[src/hw/rtl/bls_pkg.sv]
`timescale 1ns / 1ps
`default_nettype none

package bls_pkg;

  localparam int DEPTH_DEF = 8;
  localparam int WORD_W    = 32;

  typedef enum logic [2:0] {
    MODE_PUSH    = 3'd0,
    MODE_POP     = 3'd1,
    MODE_SEARCH  = 3'd2,
    MODE_DISPLAY = 3'd3,
    MODE_UPDATE  = 3'd4,
    MODE_PEEK    = 3'd5
  } mode_t;

  typedef enum logic [2:0] {
    STAT_OK       = 3'd0,
    STAT_FULL     = 3'd1,
    STAT_EMPTY    = 3'd2,
    STAT_BADPOS   = 3'd3,
    STAT_NOTFOUND = 3'd4
  } status_t;

  typedef enum logic {
    ST_IDLE,
    ST_WALK
  } state_t;

  // command broadcast to every cell
  typedef struct packed {
    logic              push;   // shift towards the bottom, value enters cell 0
    logic              pop;    // shift towards the top
    logic              load;   // capture entries into the scan chain
    logic              step;   // advance the scan chain by one cell
    logic [WORD_W-1:0] value;  // push word, update word, search key
  } cmd_t;

  // one stage of the scan chain
  typedef struct packed {
    logic              vld;
    logic              hit;
    logic [WORD_W-1:0] word;
  } scan_t;

endpackage

`default_nettype wire

[src/hw/rtl/bls_cell.sv]
`timescale 1ns / 1ps
`default_nettype none

module bls_cell (
  input  wire logic                          clk,
  input  wire bls_pkg::cmd_t                 cmd,
  input  wire logic [bls_pkg::WORD_W-1:0]    above,
  input  wire logic [bls_pkg::WORD_W-1:0]    below,
  input  wire bls_pkg::scan_t                scan_in,
  input  wire logic                          in_range,
  input  wire logic                          upd_en,
  output bls_pkg::scan_t                     scan_out,
  output logic [bls_pkg::WORD_W-1:0]         word
);

  always_ff @(posedge clk) begin
    if (cmd.push) begin
      word <= above;
    end else if (cmd.pop) begin
      word <= below;
    end else if (upd_en) begin
      word <= cmd.value;
    end
  end

  // scan stage: loaded from the entry, then passed on one cell per step
  always_ff @(posedge clk) begin
    if (cmd.load) begin
      scan_out.vld  <= in_range;
      scan_out.hit  <= in_range && (word == cmd.value);
      scan_out.word <= word;
    end else if (cmd.step) begin
      scan_out <= scan_in;
    end
  end

endmodule

`default_nettype wire

[src/hw/rtl/bounded_lifo_stack_engine.sv]
`timescale 1ns / 1ps
`default_nettype none

// Bounded LIFO stack of DEPTH signed 32-bit words.
// Request channel s_*: s_tuser carries the mode (push, pop, search, display,
// update, peek), s_tdata the value and the update position. Result channel
// m_*: m_tuser carries the status, m_tdata the word, slot index and fill
// count, m_tlast marks the final result of a request.
// Push, pop, update and peek give one result in the cycle after the request and
// run at one request per cycle while m_tready stays high; the next request
// is taken while a result still sits in the output register.
// Search and display load the scan chain of the cells and shift it one cell
// per cycle unless a result waits on the receiver, the bottom entry leaving first.
// A display holds the input for the load plus one step per cell; a search
// stops once its topmost match has left the chain, or with a single not-found
// result when nothing matches. Receiver stalls add to both.
// Unused mode codes are taken and dropped without a result.
// Reset (rst, synchronous) empties the stack and drops any pending result;
// entry words are not cleared, as only held entries are ever read.
// While m_tready is low the result holds in m_tdata and the walk waits at
// its next result.
module bounded_lifo_stack_engine #(
  parameter int DEPTH = bls_pkg::DEPTH_DEF
) (
  input  wire logic        clk,
  input  wire logic        rst,
  input  wire logic        s_tvalid,
  output logic             s_tready,
  input  wire logic [39:0] s_tdata,   // value [31:0], position [35:32], zero pad
  input  wire logic [2:0]  s_tuser,   // mode
  output logic             m_tvalid,
  input  wire logic        m_tready,
  output logic [39:0]      m_tdata,   // data [31:0], index [34:32], count [38:35], pad
  output logic [2:0]       m_tuser,   // status
  output logic             m_tlast
);

  localparam int CNT_W  = $clog2(DEPTH + 1);
  localparam int SLOT_W = (DEPTH > 1) ? $clog2(DEPTH) : 1;
  localparam int SUM_W  = CNT_W + 6;
  localparam logic [DEPTH-1:0] TOP_BIT = DEPTH'(1) << (DEPTH - 1);

  // request fields
  logic [bls_pkg::WORD_W-1:0] in_value;
  logic [3:0]                 in_pos;
  bls_pkg::mode_t             in_mode;

  assign in_value = s_tdata[31:0];
  assign in_pos   = s_tdata[35:32];
  assign in_mode  = bls_pkg::mode_t'(s_tuser);

  // control state
  bls_pkg::state_t  state, state_next;
  logic [CNT_W-1:0] fill, fill_next;
  logic [SLOT_W-1:0] slot, slot_next;
  logic             walk_search, walk_search_next;

  // output register
  bls_pkg::status_t           out_status, res_status;
  logic [bls_pkg::WORD_W-1:0] out_data, res_data;
  logic [2:0]                 out_index, res_index;
  logic [3:0]                 out_count, res_count;
  logic                       out_last, res_last;
  logic                       out_load;
  logic                       out_free;

  // cell chain
  bls_pkg::cmd_t              cmd;
  logic                       upd_go;
  logic [bls_pkg::WORD_W-1:0] words [DEPTH];
  bls_pkg::scan_t             scan  [DEPTH];
  logic [DEPTH-1:0]           vld_vec, hit_vec, upd_en, in_range;

  logic acc;
  logic vld_top, hit_top, any_hit, rest_vld, rest_hit;
  logic emit_want;

  genvar g;
  generate
    for (g = 0; g < DEPTH; g++) begin : g_cell
      logic [bls_pkg::WORD_W-1:0] above_w, below_w;
      bls_pkg::scan_t             scan_prev;

      // cell 0 is the top of the stack, cell fill-1 the bottom
      if (g == 0) begin : g_first
        assign above_w   = cmd.value;
        assign scan_prev = '0;
      end else begin : g_mid
        assign above_w   = words[g-1];
        assign scan_prev = scan[g-1];
      end

      if (g == DEPTH - 1) begin : g_last
        assign below_w = words[g];
      end else begin : g_inner
        assign below_w = words[g+1];
      end

      assign in_range[g] = (CNT_W'(g) < fill);
      // slot pos lives in cell fill-1-pos; slots at or above fill are not written
      assign upd_en[g]   = upd_go &&
                           ((SUM_W'(g) + SUM_W'(in_pos) + SUM_W'(1)) == SUM_W'(fill));
      assign vld_vec[g]  = scan[g].vld;
      assign hit_vec[g]  = scan[g].hit;

      bls_cell u_cell (
        .clk      (clk),
        .cmd      (cmd),
        .above    (above_w),
        .below    (below_w),
        .scan_in  (scan_prev),
        .in_range (in_range[g]),
        .upd_en   (upd_en[g]),
        .scan_out (scan[g]),
        .word     (words[g])
      );
    end
  endgenerate

  // scan chain exits at the deepest cell; the bottom entry arrives first
  assign vld_top  = scan[DEPTH-1].vld;
  assign hit_top  = scan[DEPTH-1].hit;
  assign any_hit  = |hit_vec;
  assign rest_vld = |(vld_vec & ~TOP_BIT);
  assign rest_hit = |(hit_vec & ~TOP_BIT);

  assign out_free = !m_tvalid || m_tready;
  assign s_tready = (state == bls_pkg::ST_IDLE) && out_free;
  assign acc      = s_tvalid && s_tready;

  always_ff @(posedge clk) begin
    if (rst) begin
      state       <= bls_pkg::ST_IDLE;
      fill        <= '0;
      slot        <= '0;
      walk_search <= 1'b0;
    end else begin
      state       <= state_next;
      fill        <= fill_next;
      slot        <= slot_next;
      walk_search <= walk_search_next;
    end
  end

  always_comb begin
    state_next       = state;
    fill_next        = fill;
    slot_next        = slot;
    walk_search_next = walk_search;
    cmd              = '0;
    cmd.value        = in_value;
    upd_go           = 1'b0;
    out_load         = 1'b0;
    res_status       = bls_pkg::STAT_OK;
    res_data         = '0;
    res_index        = '0;
    res_last         = 1'b1;
    emit_want        = 1'b0;

    case (state)
      bls_pkg::ST_IDLE: begin
        if (acc) begin
          case (in_mode)
            bls_pkg::MODE_PUSH: begin
              out_load = 1'b1;
              if (fill == CNT_W'(DEPTH)) begin
                res_status = bls_pkg::STAT_FULL;
              end else begin
                cmd.push  = 1'b1;
                fill_next = fill + CNT_W'(1);
              end
            end
            bls_pkg::MODE_POP: begin
              out_load = 1'b1;
              if (fill == '0) begin
                res_status = bls_pkg::STAT_EMPTY;
              end else begin
                cmd.pop   = 1'b1;
                fill_next = fill - CNT_W'(1);
                res_data  = words[0];
              end
            end
            bls_pkg::MODE_SEARCH: begin
              if (fill == '0) begin
                out_load   = 1'b1;
                res_status = bls_pkg::STAT_NOTFOUND;
              end else begin
                cmd.load         = 1'b1;
                slot_next        = '0;
                walk_search_next = 1'b1;
                state_next       = bls_pkg::ST_WALK;
              end
            end
            bls_pkg::MODE_DISPLAY: begin
              if (fill == '0) begin
                out_load   = 1'b1;
                res_status = bls_pkg::STAT_EMPTY;
              end else begin
                cmd.load         = 1'b1;
                slot_next        = '0;
                walk_search_next = 1'b0;
                state_next       = bls_pkg::ST_WALK;
              end
            end
            bls_pkg::MODE_UPDATE: begin
              out_load = 1'b1;
              if (SUM_W'(in_pos) >= SUM_W'(DEPTH)) begin
                res_status = bls_pkg::STAT_BADPOS;
              end else begin
                upd_go = 1'b1;
              end
            end
            bls_pkg::MODE_PEEK: begin
              out_load = 1'b1;
              if (fill == '0) begin
                res_status = bls_pkg::STAT_EMPTY;
              end else begin
                res_data = words[0];
              end
            end
            default: begin
              // unused codes: dropped
            end
          endcase
        end
      end

      bls_pkg::ST_WALK: begin
        emit_want = walk_search ? (hit_top || !any_hit) : vld_top;
        if (!emit_want || out_free) begin
          cmd.step = 1'b1;
          if (vld_top) begin
            slot_next = slot + SLOT_W'(1);
          end
        end
        if (emit_want && out_free) begin
          out_load = 1'b1;
          if (walk_search) begin
            if (hit_top) begin
              res_index = 3'(slot);
              res_last  = !rest_hit;
            end else begin
              res_status = bls_pkg::STAT_NOTFOUND;
            end
          end else begin
            res_data  = scan[DEPTH-1].word;
            res_index = 3'(slot);
            res_last  = !rest_vld;
          end
          if (res_last) begin
            state_next = bls_pkg::ST_IDLE;
          end
        end
      end

      default: begin
        state_next = bls_pkg::ST_IDLE;
      end
    endcase

    res_count = 4'(fill_next);
  end

  always_ff @(posedge clk) begin
    if (rst) begin
      m_tvalid <= 1'b0;
    end else if (out_load) begin
      m_tvalid <= 1'b1;
    end else if (m_tready) begin
      m_tvalid <= 1'b0;
    end
  end

  always_ff @(posedge clk) begin
    if (out_load) begin
      out_status <= res_status;
      out_data   <= res_data;
      out_index  <= res_index;
      out_count  <= res_count;
      out_last   <= res_last;
    end
  end

  assign m_tuser = out_status;
  assign m_tdata = {1'b0, out_count, out_index, out_data};
  assign m_tlast = out_last;

  // fill count never passes the depth
  a_fill_bound: assert property (@(posedge clk) disable iff (rst)
    fill <= CNT_W'(DEPTH))
    else $error("fill count beyond depth");

  // a walk only runs over a non-empty stack
  a_walk_nonempty: assert property (@(posedge clk) disable iff (rst)
    (state == bls_pkg::ST_WALK) |-> (fill != '0))
    else $error("walk on empty stack");

  // the stack does not change under a walk
  a_walk_fill_stable: assert property (@(posedge clk) disable iff (rst)
    (state == bls_pkg::ST_WALK) |=> $stable(fill))
    else $error("fill changed during walk");

  // a result is never loaded over one the receiver has not taken
  a_no_overwrite: assert property (@(posedge clk) disable iff (rst)
    (m_tvalid && !m_tready) |-> !out_load)
    else $error("pending result overwritten");

endmodule

`default_nettype wire

[config.mk]
export PLATFORM = sky130hd
export DESIGN_NAME = bounded_lifo_stack_engine
export DESIGN_NICKNAME = d
export VERILOG_FILES = /design/src/hw/rtl/bls_pkg.sv /design/src/hw/rtl/bls_cell.sv /design/src/hw/rtl/bounded_lifo_stack_engine.sv
export SDC_FILE = /design/constraint.sdc
export NUM_CORES = 1
export LEC_CHECK = 0
export ABC_AREA = 1
export BUFFER_PORTS_ARGS = -buffer_cell sky130_fd_sc_hd__clkbuf_2
export CAP_MARGIN = 20
export CORE_AREA = 2 2 344 346
export CTS_BUF_LIST = sky130_fd_sc_hd__clkbuf_8
export CTS_CLUSTER_DIAMETER = 100
export DETAILED_ROUTE_END_ITERATION = 6
export DIE_AREA = 0 0 346 348
export GPL_ROUTABILITY_DRIVEN = 1
export PLACE_DENSITY_LB_ADDON = 0.08
export SLEW_MARGIN = 20
export SYNTH_ARGS = -nofsm -noshare
export SYNTH_HDL_FRONTEND = slang
export SYNTH_SLANG_ARGS = --single-unit
[constraint.sdc]
create_clock -name clk -period 9.1 [get_ports clk]
set_input_delay 0.455 -clock clk [delete_from_list [all_inputs] [get_ports clk]]
set_output_delay 0.455 -clock clk [all_outputs]
set_load 0.02 [all_outputs]
==> key figures, run 1 <==
Status
  – Outcome: finished, final reports clean

Synth
  – Mapped Area: 29,100 um2
  – Post-synth top area share: 0.590
  – Mapped Avg Cell Area: between 9 and 10 um2
  – Commonest cells post-synth: nand2_1, edfxtp_1, inv_1
  – Register area share after synthesis: 0.597
  – Ys async rst share: 0
  – Yosys Warn Count: 0
  – Distinct cells, synth: 41
  – Syn nets: just over 3,000
  – Synth top area cells: edfxtp_1, nand2_1, xnor2_1
  – Post-Syn Instances: 3,007
  – Cell taking the most area after synthesis: edfxtp_1
  – Most numerous cell in the Yosys netlist: nand2_1
  – Synthesized flop and latch total: slightly below 600
  – Post-synth EDFFs: around 570
  – Synth Flop Type: edfxtp_1

Cells and area
  – Fill count: approximately 13,000
  – Fraction of layout cells with a size suffix above 1: 0.0932
  – Area taken by multi-input logic gates: between 10,000 and 15,000 um2
  – Area growth from synthesis to layout: 13.4%
  – Cell area after layout: roughly 33,000 um2
  – Final #Nets: roughly 3,100
  – Register area: 17,300 um2

GRT
  – Vias in the first global route: 22,200
  – Met3 GRT Util: 0.0312
  – M1 GR Usage: 0.242
  – Congestion Overflow GR: 0
  – Grt met2 use: 0.274
  – Largest net degree at the start of global routing: between 100 and 150
  – Busiest grt layer: met2
  – Initial antenna violation count: 10
  – Overall Global Routing Usage: 0.174
  – First-pass GRT wire length: about 150,000 um

Clocking
  – Max H-tree Level: 3
  – Worst-path clk slew: ~0.060 ns
  – Clk Latency, worst-skew pair: between 0.7 and 0.8 ns
  – Num CTS Buffers: between 100 and 150
  – TritonCTS clock tree: done
  – Root Buffer: clkbuf_8
  – Clk buf depth: 3
  – Clock sink total: 581
  – Setup Buffers After CTS: 0

Drt
  – Remaining DRCs: 0
  – Drt wl/cell: roughly 22 um
  – Post-DRT Antenna Nets: 0
  – Drt first pass iters: 5
  – Via count: between 20,000 and 25,000
  – Via-to-Cell Ratio: approximately 4.7
  – DRT iter0 DRCs: approximately 1,700
  – Final Routed Wirelength: between 100,000 and 150,000 um

Min path
  – Hold Path Class: in -> reg

Place
  – Post-DP HPWL: 65,800 um
  – Placer Congestion: just over 0.8
  – Placed cell areas: approximately 31,000 um2
  – PortBufs: between 80 and 90

STA
  – Final period utilization: 0.448
  – Fin Hold WS: 0.118 ns
  – Slew margin rel.: 0.296
  – Min Tclk post-route: roughly 4.1 ns
  – Final setup violating endpoints: 0
  – Final setup TNS: 0 ns
  – Final Skew: 0.0296 ns
  – Achievable Freq: ~250 MHz
  – RSZ-0062 raised after global routing: no
  – Worst Tran Pin Value: 1.05 ns
  – Final Hold Fails: 0
  – Slew Viols, Final: 0

Power
  – PwrDens: between 150 and 200 nW/um2
  – Maximum VDD drop: 94.9 uV
  – Leak: ~12 nW

Floorplan
  – Die height: about 350 um
  – I/O pins: 93
  – # rows: between 100 and 150
  – Chip width: 346 um
  – Initial Utilization: 0.248
  – Die area: between 100,000 and 150,000 um2
  – Core ar.: roughly 120,000 um2

Setup path
  – Kind of critical path: reg -> reg
  – Crit Path Max Fanout: between 70 and 80
  – CP endpoint kind: register
  – Startpoint class of the critical path: register
  – CP required: ~9.5 ns
  – WP data arrival: roughly 4.4 ns

Job
  – Maximum Capacitance Violations: 0
-- critical path: stages, from the launching register on --
cell and delay (ns):
dfxtp_1 0.54, inv_1 0.14, ha_1 0.25, inv_1 0.11
nor2_4 0.07, nor2_2 0.27, nand2_8 0.27, buf_4 0.45
nand2_4 0.58, buf_4 0.84
-- state kept, by name, summed over array words and instances, names as in the netlist --
signal	cells
g_cell.u_cell.scan_out	272
g_cell.u_cell.word	256
out_data	32
fill	4
out_count	4
m_tuser	3
out_index	3
slot	3
m_tlast	1
m_tvalid	1
state	1
walk_search	1
-- report_power, final --
group / internal [mW] / total, mW / switching (mW) / leakage [nW]
clock network: 1.25 / 2.46 / 1.22 / 1.21
registers: 3.05 / 3.09 / 0.0457 / 5.26
logic: 0.143 / 0.523 / 0.380 / 5.83
-- cell type report --
class	count	share of cell area
antenna	4	0.000304
clock buffer	119	0.0497
clock inverter	83	0.0115
inverter	191	0.0221
multi-input combinational	2068	0.312
sequential	581	0.526
tap	1536	0.0583
timing repair buffer	112	0.0194
-- layer usage --
| metal | vias up | part of all wire | routed length [um] |
|---|---|---|---|
| met5 | - | 0.00048 | 51 |
| met4 | 10 | 0.024 | 2530 |
| met3 | 134 | 0.057 | 6030 |
| met2 | 635 | 0.45 | 47600 |
| met1 | 10900 | 0.47 | 49200 |
| li1 | 10300 | - | - |
-- layout by cell type, fill, tap and decap left out, drive strengths merged, types with 2 or more instances in the layout --
cell and n:
a21oi 18, a22oi 6, buf 24, bufinv 2
clkbuf 206, clkinv 31, clkinvlp 2, dfxtp 10
diode 4, edfxtp 571, ha 14, inv 239
nand2 1164, nand3 129, nand4 37, nor2 148
nor3 25, o211ai 98, o21ai 152, o21bai 20
o221ai 17, o22ai 19, o32ai 32, or2 8
xnor2 140, xor2 36
-- through the flow --
stage                     setup WS, ns  utilization  power, mW  std cells
after floorplan                   1.10            -       3.48       3007
after global placement            5.00        0.264       3.68       4487
after detailed placement          4.95        0.264       3.68       4487
after CTS                         4.92        0.282       6.19       4690
after global routing              4.66        0.282       6.36       4692
final                             5.03        0.282       6.08       4694
-- path summary, 6_finish.rpt --
kind,from,end,slack (ns),cells past startpoint
max,fill[0]$_SDFF_PP0_,g_cell[3].u_cell.scan_out[20]$_DFFE_PP_,5.03,9
min,s_tuser[2],walk_search$_SDFFE_PP0P_,0.12,4
max reg2reg,fill[0]$_SDFF_PP0_,g_cell[3].u_cell.scan_out[20]$_DFFE_PP_,5.03,9
min reg2reg,slot[1]$_SDFFE_PP0P_,slot[1]$_SDFFE_PP0P_,0.49,2
-- repair_timing --
item | in CTS | in global routing
setup endpoints to repair | 0 | 0
endpoints found under the hold margin | 3 | 0
gates resized for setup | 0 | 0
hold buffers | 1 | 0
-- cell families (layout without fill, tap and decap cells) --
family / count (synthesis) / after routing / synth area share
buffers and inverters: 358 / 505 / 0.0531
other: 1 / 5 / 0.000129
AND/OR/NAND/NOR: 1512 / 1512 / 0.210
adder cells (fa/ha/maj): 14 / 14 / 0.00603
XOR/XNOR: 176 / 176 / 0.0533
AO/OA/AOI/OAI: 365 / 365 / 0.0809
flip-flops: 581 / 581 / 0.597
No activity file was read; power rests on OpenSTA's default activity.
==> run 2, diff against run 1 <==
clock period = 3.9 ns   (was 9.1 ns; I/O delays follow)
==> key figures, run 2 (synthesis gave the netlist of run 1 again) <==
STA
  – RSZ-0062 raised after global routing: no (unchanged)
  – Slew margin rel.: 0.303 (was 0.296)
  – Min Tclk post-route: 3.02 ns (was 4.07 ns)
  – Final period utilization: 0.774 (was 0.448)
  – Final setup TNS: 0 ns (unchanged)
  – Worst Tran Pin Value: 1.05 ns (about the same)
  – Final Skew: 0.0382 ns (was 0.0296 ns)
  – Final Hold Fails: 0 (unchanged)
  – Achievable Freq: 331 MHz (was 246 MHz)
  – Slew Viols, Final: 0 (unchanged)
  – Final setup violating endpoints: 0 (unchanged)

Drt
  – Final Routed Wirelength: 106,000 um (was 105,000 um)
  – Remaining DRCs: 0 (unchanged)
  – DRT iter0 DRCs: 1,809 (was 1,719)
  – Drt first pass iters: 5 (unchanged)
  – Drt wl/cell: 22.3 um (was 22.5 um)
  – Post-DRT Antenna Nets: 0 (unchanged)
  – Via count: 22,200 (was 22,000)
  – Via-to-Cell Ratio: 4.69 (was 4.68)

Setup path
  – Critical-path cell with the highest stage delay: buf_4 (unchanged)
  – Critical Path Max Stage Delay: 0.64 ns (was 0.84 ns)
  – Kind of critical path: reg -> reg (unchanged)
  – Crit Path Max Fanout: 32 (was 77)
  – Critical-path cell list: inv_2, nand3_4, inv_1, nand3_1, inv_1, o21ai_0, nor2_1, nand4_1, nand2_2, buf_4 (was inv_1, ha_1, inv_1, nor2_4, nor2_2, nand2_8, buf_4, nand2_4, buf_4)
  – Cell mode on critical path: inv_1
  – CP endpoint kind: register (unchanged)
  – CP bufs+invs: 4 (unchanged)
  – Startpoint class of the critical path: register (unchanged)
  – Critical path's top delay family: buffers and inverters (unchanged)
  – WP data arrival: 3.38 ns (was 4.43 ns)
  – CP required: 4.26 ns (was 9.46 ns)

Clocking
  – Setup Buffers After CTS: 0 (unchanged)
  – Root Buffer: clkbuf_8 (unchanged)
  – Clk Latency, worst-skew pair: 0.77 ns (was 0.75 ns)
  – Clock sink total: 581 (unchanged)
  – Clk buf depth: 3 (unchanged)
  – Worst-path clk slew: 0.06 ns (about the same)
  – Num CTS Buffers: 112 (was 113)
  – TritonCTS clock tree: done (unchanged)
  – Post_cts resized: 0 (unchanged)
  – Max H-tree Level: 3 (unchanged)

GRT
  – Initial antenna violation count: 5 (was 10)
  – Vias in the first global route: 22,500 (was 22,200)
  – Overall Global Routing Usage: 0.174 (about the same)
  – Congestion Overflow GR: 0 (unchanged)
  – First-pass GRT wire length: 156,000 um (was 155,000 um)
  – Largest net degree at the start of global routing: 121 (was 102)

Cells and area
  – Area taken by multi-input logic gates: 10,300 um2 (about the same)
  – Max reg flops: 272 (unchanged)
  – Register area: 17,300 um2 (unchanged)
  – Area growth from synthesis to layout: 15.5% (was 13.4%)
  – Fraction of layout cells with a size suffix above 1: 0.103 (was 0.0932)
  – Layout Utilization: 0.287 (was 0.282)
  – Final #Nets: 3,174 (was 3,128)
  – Biggest regs: g_cell.u_cell.scan_out x272, g_cell.u_cell.word x256, out_data x32 (unchanged)
  – Most frequent cells in the layout: nand2_1, edfxtp_1, inv_1, o21ai_0, nor2_1 (unchanged)
  – Fill count: 12,500 (about the same)
  – Reg with most FFs: g_cell.u_cell.scan_out (unchanged)
  – Layout Cells excl Fill: 4,736 (was 4,694)
  – Commonest non-fill, non-tap cell in the layout: nand2_1 (unchanged)

Floorplan
  – Initial Utilization: 0.248 (unchanged)
  – # rows: 126 (unchanged)
  – Core ar.: 117,000 um2 (unchanged)
  – Chip width: 346 um (unchanged)
  – I/O pins: 93 (unchanged)
  – Die height: 348 um (unchanged)
  – Die area: 120,000 um2 (unchanged)

Job
  – Maximum Capacitance Violations: 0 (unchanged)

Min path
  – Hold Path Class: in -> reg (unchanged)

Place
  – Post-DP HPWL: 68,500 um (was 65,800 um)
  – Placer Congestion: 0.798 (was 0.817)
  – PortBufs: 87 (unchanged)
  – Placed cells: 4,515 (was 4,487)

Power
  – Maximum VDD drop: 238 uV (was 94.9 uV)
  – Leak: 12.5 nW (was 12.3 nW)
  – PwrDens: 425 nW/um2 (was 185 nW/um2)

Status
  – Outcome: finished, final reports clean (unchanged)
run 2: cell types whose count changed in the layout (fill, tap and decap cells not counted), sizes merged:
cell,before,now
inv,239,226
clkinvlp,2,4
clkbuf,206,208
dlygate4sd3,1,20
buf,24,52
diode,4,2
clkinv,31,37
run 2: per-stage QoR:
step	total power, mW	area (um2)	hold slack (ns)	worst slack [ns]
after floorplan	8.10	29100	0.388	0.0281
after global placement	8.61	31300	0.477	0.743
after detailed placement	8.62	31300	0.481	0.759
after CTS	14.5	33600	0.00000550	0.783
after global routing	14.9	33600	0.0871	0.617
final	14.3	33600	0.0974	0.880
run 2: per-layer routing:
metal	GRT usage	vias up	routed length, um
met3	0.0252	138	5090
li1	-	10400	-
met1	0.245	11000	49900
met4	0.0461	0	2170
met5	0	-	0
met2	0.280	622	48400
run 2: power breakdown:
part | internal, mW | switching, mW | total [mW]
logic | 0.373 | 0.895 | 1.27
registers | 7.11 | 0.106 | 7.22
clock network | 2.95 | 2.83 | 5.78
run 2: worst register-to-register path: cells and delay by family (launching register included):
kind / cells / cell delay [ns]
buffers and inverters: 4 / 1.24
and+or+nand+nor: 5 / 0.83
DFF: 1 / 0.40
AOI/OAI and AO/OA: 1 / 0.11
run 2: repair_timing:
action / CTS / global route
hold buffers: 20 / 0
setup endpoints to repair: 0 / 0
endpoints found under the hold margin: 43 / 0
run 2: area by class of cell:
| type | instances | share of cell area |
|---|---|---|
| diodes | 2 | 0.000149 |
| clock buffers | 121 | 0.0496 |
| clock inverters | 78 | 0.0110 |
| inverters | 191 | 0.0217 |
| multi-input cells | 2068 | 0.306 |
| flip-flops and latches | 581 | 0.517 |
| well taps | 1536 | 0.0572 |
| repair buffers | 159 | 0.0376 |
run 2: final timing paths:
kind / to / cells after the start / start / slack [ns]
setup / recovery: g_cell[1].u_cell.word[20]$_DFFE_PP_ / 10 / state$_SDFF_PP0_ / 0.88
hold / removal: g_cell[7].u_cell.word[15]$_DFFE_PP_ / 3 / s_tdata[15] / 0.1
hold reg to reg: slot[1]$_SDFFE_PP0P_ / 2 / slot[1]$_SDFFE_PP0P_ / 0.48
setup reg to reg: g_cell[1].u_cell.word[20]$_DFFE_PP_ / 10 / state$_SDFF_PP0_ / 0.88
==> run 3, diff against run 2 <==
clock period = 2.9 ns   (was 3.9 ns; I/O delays follow)
==> key figures, run 3 (synthesis gave the netlist of run 1 again) <==
Status
  – Outcome: finished, final reports clean (unchanged)

Clocking
  – Post_cts resized: 0 (unchanged)
  – TritonCTS clock tree: done (unchanged)
  – Clk buf depth: 3 (unchanged)
  – Clock sink total: 581 (unchanged)
  – Setup Buffers After CTS: 0 (unchanged)
  – Clk Latency, worst-skew pair: 0.80 ns (was 0.77 ns)
  – Max H-tree Level: 3 (unchanged)
  – Worst-path clk slew: 0.06 ns (about the same)
  – Num CTS Buffers: 112 (unchanged)
  – Root Buffer: clkbuf_8 (unchanged)

Job
  – Maximum Capacitance Violations: 0 (unchanged)

STA
  – Slew margin rel.: 0.342 (was 0.303)
  – Final setup violating endpoints: 0 (unchanged)
  – Slew Viols, Final: 0 (unchanged)
  – Worst setup margin: 0.367 ns (was 0.880 ns)
  – Achievable Freq: 395 MHz (was 331 MHz)
  – Final Skew: 0.0684 ns (was 0.0382 ns)
  – Fin Hold WS: 0.0880 ns (was 0.0974 ns)
  – Final Hold Fails: 0 (unchanged)
  – Min Tclk post-route: 2.53 ns (was 3.02 ns)
  – Worst Tran Pin Value: 0.986 ns (was 1.05 ns)
  – Final period utilization: 0.873 (was 0.774)
  – RSZ-0062 raised after global routing: no (unchanged)
  – Final setup TNS: 0 ns (unchanged)

Place
  – Post-DP HPWL: 71,300 um (was 68,500 um)
  – Placer Congestion: 0.822 (was 0.798)
  – Placed cell areas: 31,800 um2 (was 31,300 um2)
  – PortBufs: 87 (unchanged)
  – Placed cells: 4,551 (was 4,515)
  – Worst slack, placed: 0.371 ns (was 0.759 ns)

Drt
  – Via count: 22,200 (about the same)
  – Post-DRT Antenna Nets: 0 (unchanged)
  – Remaining DRCs: 0 (unchanged)
  – Final Routed Wirelength: 106,000 um (about the same)
  – Via-to-Cell Ratio: 4.64 (was 4.69)
  – Drt wl/cell: 22.1 um (was 22.3 um)
  – Drt first pass iters: 5 (unchanged)
  – DRT iter0 DRCs: 1,864 (was 1,809)

Power
  – Internal: 14.1 mW (was 10.4 mW)
  – Flop pwr share: 0.503 (was 0.506)
  – PwrDens: 565 nW/um2 (was 425 nW/um2)
  – Clk pwr share: 0.405 (about the same)
  – Power Total: 19.3 mW (was 14.3 mW)
  – Combinational power share: 0.092 (was 0.089)
  – Maximum VDD drop: 314 uV (was 238 uV)
  – Switch Pwr: 5.23 mW (was 3.84 mW)
  – Net Sw Frac: 0.271 (was 0.269)
  – Leak: 12.9 nW (was 12.5 nW)

Floorplan
  – Chip width: 346 um (unchanged)
  – I/O pins: 93 (unchanged)
  – Die height: 348 um (unchanged)
  – Initial Utilization: 0.248 (unchanged)
  – Die area: 120,000 um2 (unchanged)
  – # rows: 126 (unchanged)
  – Core ar.: 117,000 um2 (unchanged)

Cells and area
  – Fraction of layout cells with a size suffix above 1: 0.111 (was 0.103)
  – Layout Utilization: 0.292 (was 0.287)
  – Reg with most FFs: g_cell.u_cell.scan_out (unchanged)
  – Area growth from synthesis to layout: 17.6% (was 15.5%)
  – Layout Cells excl Fill: 4,787 (was 4,736)
  – Most frequent cells in the layout: nand2_1, edfxtp_1, inv_1, o21ai_0, nor2_1 (unchanged)
  – Commonest non-fill, non-tap cell in the layout: nand2_1 (unchanged)
  – Final #Nets: 3,223 (was 3,174)
  – Cell area after layout: 34,200 um2 (was 33,600 um2)
  – Biggest regs: g_cell.u_cell.scan_out x272, g_cell.u_cell.word x256, out_data x32 (unchanged)
  – Max reg flops: 272 (unchanged)

Setup path
  – Kind of critical path: reg -> reg (unchanged)
  – Crit Path Max Fanout: 20 (was 32)
  – R2r startpoint: fill[3]$_SDFF_PP0_ (was state$_SDFF_PP0_)
  – CP required: 3.36 ns (was 4.26 ns)
  – CP startpoint: fill[3]$_SDFF_PP0_ (was state$_SDFF_PP0_)
  – Reg-to-reg setup timing slack: 0.37 ns (was 0.88 ns)
  – Startpoint class of the critical path: register (unchanged)
  – WP data arrival: 3.00 ns (was 3.38 ns)
  – CP endpoint kind: register (unchanged)

GRT
  – Congestion Overflow GR: 0 (unchanged)
  – Overall Global Routing Usage: 0.175 (was 0.174)
  – First-pass GRT wire length: 156,000 um (about the same)
  – Largest net degree at the start of global routing: 106 (was 121)
  – Initial antenna violation count: 4 (was 5)
  – Vias in the first global route: 22,500 (about the same)

Min path
  – Hold Path Class: in -> reg (unchanged)
  – Hold_sp: s_tdata[7] (was s_tdata[15])
[run 3: path summary, 6_finish.rpt]
| path | end | cells after the start |
|---|---|---|
| worst max-delay path | out_data[10]$_DFFE_PP_ | 6 |
| worst min-delay path | g_cell[7].u_cell.word[7]$_DFFE_PP_ | 3 |
| worst max register to register | out_data[10]$_DFFE_PP_ | 6 |
| worst min register to register | g_cell[7].u_cell.scan_out[30]$_DFFE_PP_ | 2 |
[run 3: layout make-up]
| type | count | area, um2 |
|---|---|---|
| Antenna cell | 1 | 2.50 |
| Clock buffer | 120 | 1650 |
| Clock inverter | 82 | 392 |
| Fill cell | 12400 | 82800 |
| Inverter | 191 | 727 |
| Multi-Input combinational cell | 2068 | 10300 |
| Sequential cell | 581 | 17300 |
| Tap cell | 1536 | 1920 |
| Timing Repair Buffer | 208 | 1860 |
[run 3: worst max-delay path, cell delays in order (launching register included)]
cell and delay [ns]:
dfxtp_1 0.52, inv_4 0.12, nand2_4 0.11, nor2_4 0.05, nor2_2 0.24, inv_2 0.41
o32ai_1 0.72
[run 3: metal layers]
layer | GRT usage | vias up | share of wire
met5 | 0 | - | 0.00032
li1 | - | 10500 | -
met2 | 0.278 | 623 | 0.46
met4 | 0.0512 | 6 | 0.023
met3 | 0.0286 | 139 | 0.051
met1 | 0.244 | 10900 | 0.47
[run 3: what timing repair did]
item                                   CTS  global route
hold buffers                            33             0
setup endpoints to repair                0             0
endpoints found under the hold margin   88             0
[run 3: power groups by stage]
stage	combinational (mW)	clock [mW]	sequential, mW
2_1_floorplan	1.00	0	9.89
3_3_place_gp	1.76	0	9.87
3_5_place_dp	1.77	0	9.88
4_1_cts	1.82	8.13	9.71
5_1_grt	1.96	8.46	9.73
6_report	1.78	7.82	9.70
